[src/rtl/bsir_pkg.sv]
`default_nettype none

package bsir_pkg;

  localparam int DATA_W = 8;
  localparam int POS_W  = 8;
  localparam int OCC_W  = 5;
  localparam int CMD_W  = 2;

  localparam logic [CMD_W-1:0] CMD_PUSH   = 2'd0;
  localparam logic [CMD_W-1:0] CMD_POP    = 2'd1;
  localparam logic [CMD_W-1:0] CMD_REMOVE = 2'd2;
  localparam logic [CMD_W-1:0] CMD_CLEAR  = 2'd3;

endpackage

`default_nettype wire

[src/rtl/bsir_ram.sv]
`default_nettype none

module bsir_ram #(
  parameter int WIDTH = 8,
  parameter int DEPTH = 16
) (
  input  wire logic                                 clk,
  input  wire logic                                 we,
  input  wire logic [(DEPTH > 1 ? $clog2(DEPTH) : 1)-1:0] waddr,
  input  wire logic [WIDTH-1:0]                     wdata,
  input  wire logic [(DEPTH > 1 ? $clog2(DEPTH) : 1)-1:0] raddr,
  output logic      [WIDTH-1:0]                     rdata
);

  logic [WIDTH-1:0] mem [DEPTH];

  always_ff @(posedge clk) begin
    if (we) begin
      mem[waddr] <= wdata;
    end
    rdata <= mem[raddr];
  end

endmodule

`default_nettype wire

[src/rtl/byte_stack_indexed_removal.sv]
`default_nettype none
// Byte stack with removal at any depth.
// Requests arrive on the in_* channel (command, push_value, position) and each one
// gives exactly one response on the out_* channel (popped_value, failed, occupancy).
// The block handles one request at a time: in_ready is high only while it is idle,
// and it stays low until the response has been taken by the receiver.
// When the response becomes valid:
//   push, clear, or any request that fails: in the cycle after it is taken.
//   pop: after one registered read of the entry RAM (state S_CAPT).
//   remove at depth p: after that read, the p entries above the removed one are moved
//   down one place per cycle through the RAM's one read port and one write port (S_SHIFT).
// Each request keeps the block busy until its response has been taken, longer if the
// receiver stalls; while out_ready is low the response is held unchanged and no new
// request is taken.
// Reset empties the stack (occupancy 0); the entry RAM is not cleared, as only
// entries below the occupancy are ever read.
// DEPTH sets the number of entries; occupancy reports the low five bits of the count.

module byte_stack_indexed_removal #(
  parameter int DEPTH = 16
) (
  input  wire logic                         clk,
  input  wire logic                         rst,
  input  wire logic                         in_valid,
  output logic                              in_ready,
  input  wire logic [bsir_pkg::CMD_W-1:0]   command,
  input  wire logic [bsir_pkg::DATA_W-1:0]  push_value,
  input  wire logic [bsir_pkg::POS_W-1:0]   position,
  output logic                              out_valid,
  input  wire logic                         out_ready,
  output logic      [bsir_pkg::DATA_W-1:0]  popped_value,
  output logic                              failed,
  output logic      [bsir_pkg::OCC_W-1:0]   occupancy
);

  import bsir_pkg::*;

  localparam int AW = (DEPTH > 1) ? $clog2(DEPTH) : 1;
  localparam int CW = $clog2(DEPTH + 1);
  localparam int WW = (CW > POS_W) ? CW : POS_W;

  typedef enum logic [3:0] {
    S_IDLE  = 4'b0001,
    S_CAPT  = 4'b0010,
    S_SHIFT = 4'b0100,
    S_RESP  = 4'b1000
  } state_t;

  state_t            state, state_next;
  logic [CW-1:0]     count, count_next;
  logic [AW-1:0]     ptr, ptr_next;
  logic [DATA_W-1:0] value, value_next;
  logic              fail_reg, fail_next;

  logic              ram_we;
  logic [AW-1:0]     ram_waddr;
  logic [DATA_W-1:0] ram_wdata;
  logic [AW-1:0]     ram_raddr;
  logic [DATA_W-1:0] ram_rdata;

  logic [WW-1:0]     ext_pos;
  logic [WW-1:0]     ext_cnt;
  logic [WW-1:0]     slot;
  logic [AW:0]       ptr_plus2;
  logic [CW:0]       ptr_plus1;
  logic [CW+OCC_W-1:0] occ_ext;

  bsir_ram #(
    .WIDTH(DATA_W),
    .DEPTH(DEPTH)
  ) u_ram (
    .clk  (clk),
    .we   (ram_we),
    .waddr(ram_waddr),
    .wdata(ram_wdata),
    .raddr(ram_raddr),
    .rdata(ram_rdata)
  );

  always_comb begin
    // A pop is a removal at depth zero.
    ext_pos   = (command == CMD_POP) ? '0 : WW'(position);
    ext_cnt   = WW'(count);
    slot      = ext_cnt - WW'(1) - ext_pos;
    ptr_plus2 = (AW + 1)'(ptr) + (AW + 1)'(2);
    ptr_plus1 = (CW + 1)'(ptr) + (CW + 1)'(1);

    state_next = state;
    count_next = count;
    ptr_next   = ptr;
    value_next = value;
    fail_next  = fail_reg;
    ram_we     = 1'b0;
    ram_waddr  = ptr;
    ram_wdata  = ram_rdata;
    ram_raddr  = slot[AW-1:0];

    case (state)
      S_IDLE: begin
        if (in_valid) begin
          value_next = '0;
          fail_next  = 1'b0;
          state_next = S_RESP;
          case (command)
            CMD_PUSH: begin
              if (count == CW'(DEPTH)) begin
                fail_next = 1'b1;
              end else begin
                ram_we     = 1'b1;
                ram_waddr  = count[AW-1:0];
                ram_wdata  = push_value;
                count_next = count + CW'(1);
              end
            end
            CMD_POP, CMD_REMOVE: begin
              if (ext_pos >= ext_cnt) begin
                fail_next = 1'b1;
              end else begin
                ptr_next   = slot[AW-1:0];
                count_next = count - CW'(1);
                state_next = S_CAPT;
              end
            end
            CMD_CLEAR: begin
              count_next = '0;
            end
            default: begin
              fail_next = 1'b1;
            end
          endcase
        end
      end
      S_CAPT: begin
        value_next = ram_rdata;
        // Entries above the removed slot move down one place each.
        if (CW'(ptr) < count) begin
          ram_raddr  = ptr_plus2[AW-1:0] - AW'(1);
          state_next = S_SHIFT;
        end else begin
          state_next = S_RESP;
        end
      end
      S_SHIFT: begin
        ram_we    = 1'b1;
        ram_waddr = ptr;
        ram_wdata = ram_rdata;
        if (ptr_plus1 < (CW + 1)'(count)) begin
          ram_raddr = ptr_plus2[AW-1:0];
          ptr_next  = ptr + AW'(1);
        end else begin
          state_next = S_RESP;
        end
      end
      S_RESP: begin
        if (out_ready) begin
          state_next = S_IDLE;
        end
      end
      default: begin
        state_next = S_IDLE;
      end
    endcase
  end

  always_ff @(posedge clk) begin
    if (rst) begin
      state <= S_IDLE;
      count <= '0;
    end else begin
      state <= state_next;
      count <= count_next;
    end
    ptr      <= ptr_next;
    value    <= value_next;
    fail_reg <= fail_next;
  end

  assign occ_ext      = (CW + OCC_W)'(count);
  assign in_ready     = (state == S_IDLE);
  assign out_valid    = (state == S_RESP);
  assign popped_value = value;
  assign failed       = fail_reg;
  assign occupancy    = occ_ext[OCC_W-1:0];

endmodule

`default_nettype wire

[config.mk]
export PLATFORM = sky130hd
export DESIGN_NAME = byte_stack_indexed_removal
export DESIGN_NICKNAME = d
export VERILOG_FILES = /design/src/rtl/bsir_pkg.sv /design/src/rtl/bsir_ram.sv /design/src/rtl/byte_stack_indexed_removal.sv
export SDC_FILE = /design/constraint.sdc
export NUM_CORES = 1
export LEC_CHECK = 0
export ABC_AREA = 1
export BUFFER_PORTS_ARGS = -buffer_cell sky130_fd_sc_hd__buf_4
export CELL_PAD_IN_SITES_DETAIL_PLACEMENT = 0
export CELL_PAD_IN_SITES_GLOBAL_PLACEMENT = 1
export CORE_ASPECT_RATIO = 1.25
export CORE_UTILIZATION = 49
export CTS_CLUSTER_DIAMETER = 30
export DETAILED_ROUTE_END_ITERATION = 8
export MAX_ROUTING_LAYER = met4
export PLACE_DENSITY = 0.83
export SYNTH_ARGS = -nofsm -noshare
export SYNTH_HDL_FRONTEND = slang
export SYNTH_SLANG_ARGS = --single-unit
[constraint.sdc]
create_clock -name clk -period 3.14 [get_ports clk]
set_input_delay 0.471 -clock clk [delete_from_list [all_inputs] [get_ports clk]]
set_output_delay 0.471 -clock clk [all_outputs]
set_load 0.005 [all_outputs]
==> summary.txt <==
Run status
  • Status: finished clean

Clocking
  • Cts hold-fix bufs: 0
  • CTS clk-pin slew, worst paths: 0.07 ns
  • Buffer levels on the longest clock path: 2
  • Clock Sink Count: around 160
  • CTS tree: built
  • H-tree depth: 4
  • Clock latency on the worst-skew pair: 0.43 ns
  • Num CTS Buffers: 17
  • CTS root buf: clkbuf_16

Critical path
  • Setup Crit Path Kind: flip-flop to flip-flop
  • CP Cell Sequence: ha_1, xnor2_1, nor2_1, a21oi_1, inv_1, ha_1, nand2_1, nor2_1, nand2_1, nand4_4, nand2_2, nor2_2, nor2_4, buf_12, nand3_1, nand3_1, nand3_1, nand2_1
  • Crit. End Element: flip-flop
  • Slowest cell on crit path: edfxtp_1
  • FF-to-FF End: u_ram.rdata[4]
  • Crit Reg-Reg Startpoint: ptr[1]
  • CP Max Fanout: 16
  • CP Data Arrival Time: roughly 3.3 ns
  • Crit-path leading delay family: simple AND/OR/NAND/NOR gates
  • Setup crit start kind: flip-flop
  • Flop2flop setup slack: 0.21 ns
  • R2R depth: 18
  • Critical path buffers and inverters: 2
  • Max incr delay on CP: 0.39 ns
  • WP data required: 3.45 ns

Placement
  • I/O Buffers: 37
  • Placed wire-length estimate: about 13,000 um
  • Placed standard-cell area: 8594 um^2
  • GPL Wtd Cong: approximately 0.85
  • Placed cell count: ~1,100

Floorplanning
  • Chip width: between 100 and 150 um
  • Row cnt: 51
  • Core area: between 15,000 and 20,000 um^2
  • Die area: about 17,000 um^2
  • Starting density of the core: between 50 and 60%
  • I/O Pins: 38
  • Vert. Die Dim: about 140 um

Timing
  • Fin crit share: between 90% and 100%
  • Worst-margin pin slew: approximately 1.1 ns
  • Clock Skew: about 0.0087 ns
  • Worst relative slew slack: 27.68%
  • Post-layout min period: 2.935 ns
  • Slew Limit Fails: 0
  • Setup TNS Final: 0 ns
  • Max Freq: 340.7 MHz
  • Final setup violating endpoints: 0
  • Final hold violation count: 0

Drt
  • Mean number of vias per cell: ~5.6
  • Final ANT Viol Nets: 0
  • DRC Markers: 0
  • Detailed Route Iter0 Violations: between 700 and 800
  • Detailed-route wire length: between 20,000 and 25,000 um
  • First-pass DRT Iterations: 6
  • Vias: approximately 6,100
  • Post-DR wirelength/cell: between 15 and 20 um

Logic synthesis
  • Ranking of synthesized cells by area: edfxtp_1, nand3_1, inv_1
  • Synth Register Bits: about 160
  • Post-synth top area cell: edfxtp_1
  • Cell area after synthesis: around 8000 um^2
  • Main synth FF type: edfxtp_1
  • Count of cell types in the netlist: 37
  • Synthesis Warnings: 0
  • Synth top area share: between 50% and 60%
  • Post-Syn Nets: between 800 and 900
  • Mapped Avg Cell Area: approximately 10 um^2
  • EDFF count, synth: approximately 140
  • Post-synth ARST share: 0%
  • Sequential area share after synthesis: about 57%
  • Gate Count Post-Synth: approximately 800

Cells and area
  • Fraction of layout cells with a size suffix above 1: ~17%
  • Post-route cell area: ~9400 um^2
  • Diodes inserted: 0
  • Nets: 918
  • Synthesis-to-finish area growth: 17.98%
  • Post-route insts no fill: roughly 1,100

Pwr
  • Pleak: just over 4 nW
  • Peak VDD IR: 0.0003937 V
  • Sw frac: between 30% and 40%
  • Power density over the cells: ~770 nW/um^2
  • Switch Pwr: approximately 0.0025 W
  • P_int: around 0.0047 W
  • Combinational share of power: a little under a third
  • Clk pwr share: 30.3%
  • Overall Power: 0.007244 W
  • Sequential power share: between 30% and 40%

Global route
  • First-pass GRT wire length: ~30,000 um
  • Grt ovf: 0
  • Total Routing Usage GR: 25.75%
  • Vias in the first global route: ~5,800
  • Largest net degree at the start of global routing: 65
  • Initial antenna violation count: 0

Min path
  • HP Class: input port to flip-flop
  • Hold Path End: occupancy[1]
  • Hold_sp: rst
  • Hold depth: 2

Flow run
  • Max-Cap Viols: 0
## through the flow
| stage | hold slack [ns] | util [%] | setup slack [ns] |
|---|---|---|---|
| 5_1_grt | 0.2327 | 59.70 | -0.007918 |
| 6_report | 0.2441 | 59.70 | 0.2052 |
| 4_1_cts | 0.2314 | 58.48 | 0.02883 |
| 3_5_place_dp | 0.5815 | 54.53 | 0.04372 |
| 2_1_floorplan | 0.5148 | - | 0.3714 |
| 3_3_place_gp | 0.5789 | 54.53 | 0.1160 |
## registers in the layout, indices dropped and copies added, names as in the netlist
name	flops
occupancy	5
state	4
failed	1
ptr	4
u_ram.rdata	8
u_ram.mem	128
popped_value	8
## cell usage after synthesis (7+ instances only)
cell type and instances:
edfxtp_1 141, inv_1 131, nand3_1 131, nand2_1 130, nor2_1 52, nand3b_1 49
ha_1 25, a21oi_1 22, dfxtp_1 17, buf_2 14, o21ai_0 13, buf_6 11
inv_2 9, nand2_2 7
## layout by cell type (no fill, tap or decap), types with 3 or more instances in the layout
cell type / instances
bufinv_16: 3
inv_8: 4
inv_1: 131
dfxtp_1: 17
buf_12: 4
ha_1: 25
nand3_1: 131
nand3b_1: 49
nand4_1: 4
xor2_1: 3
inv_6: 6
inv_2: 9
o21ai_1: 4
nand2_1: 128
nand2_2: 8
buf_4: 70
nor2_1: 51
nor2_4: 5
nor3_1: 3
xnor2_1: 5
edfxtp_1: 141
o21ai_0: 13
clkbuf_16: 21
a21oi_1: 22
## area by class of cell
cell class                      count  area (um^2)
Fill cell                        1311         6352
Sequential cell                   158         4574
Multi-Input combinational cell    472         2676
Timing Repair Buffer               80        744.5
Inverter                          140        525.5
Clock buffer                       17        425.4
Tap cell                          212        265.3
Clock inverter                     15        197.7
## how the worst max path moves through the flow
| stage | slack (ns) | from | cells after the start | to |
|---|---|---|---|---|
| floorplan | 0.37 | ptr[1] | 12 | ptr[0] |
| global placement | 0.12 | command[0] | 13 | u_ram.rdata[4] |
| detailed placement | 0.04 | ptr[1] | 17 | u_ram.rdata[3] |
| CTS | 0.03 | ptr[1] | 17 | u_ram.rdata[3] |
| global route | -0.008 | ptr[1] | 19 | u_ram.rdata[0] |
| finish | 0.21 | ptr[1] | 18 | u_ram.rdata[4] |
## power groups by stage
stage	Combinational [W]	Sequential, W	Clock, W
2_1_floorplan	0.00133	0.00277	0
3_3_place_gp	0.00205	0.00279	0
3_5_place_dp	0.00210	0.00279	0
4_1_cts	0.00211	0.00275	0.00220
5_1_grt	0.00250	0.00275	0.00229
6_report	0.00230	0.00275	0.00219
## per-layer routing
layer	share of wire (%)	track usage (%)	vias up
li1	-	-	2811
met1	38	27.77	2954
met3	5.3	4.652	76
met5	0	-	-
met2	53	45.18	235
met4	3.9	12.89	0
## timing repair
item                       4_1_cts  5_1_grt
setup buffers                    0        1
setup endpoints to repair        0        8
gates resized for setup          0       11
## logic make-up (layout without fill, tap and decap cells)
family / count (synthesis) / in the layout / share of synthesized area [%]
AO/OA/AOI/OAI: 46 / 46 / 3.154
XOR/XNOR: 8 / 8 / 0.8786
adder cells (fa/ha/maj): 27 / 27 / 4.424
buffers and inverters: 172 / 252 / 9.586
flip-flops: 158 / 158 / 57.36
AND/OR/NAND/NOR: 390 / 391 / 24.60
Power figures use the tool's default switching activity.
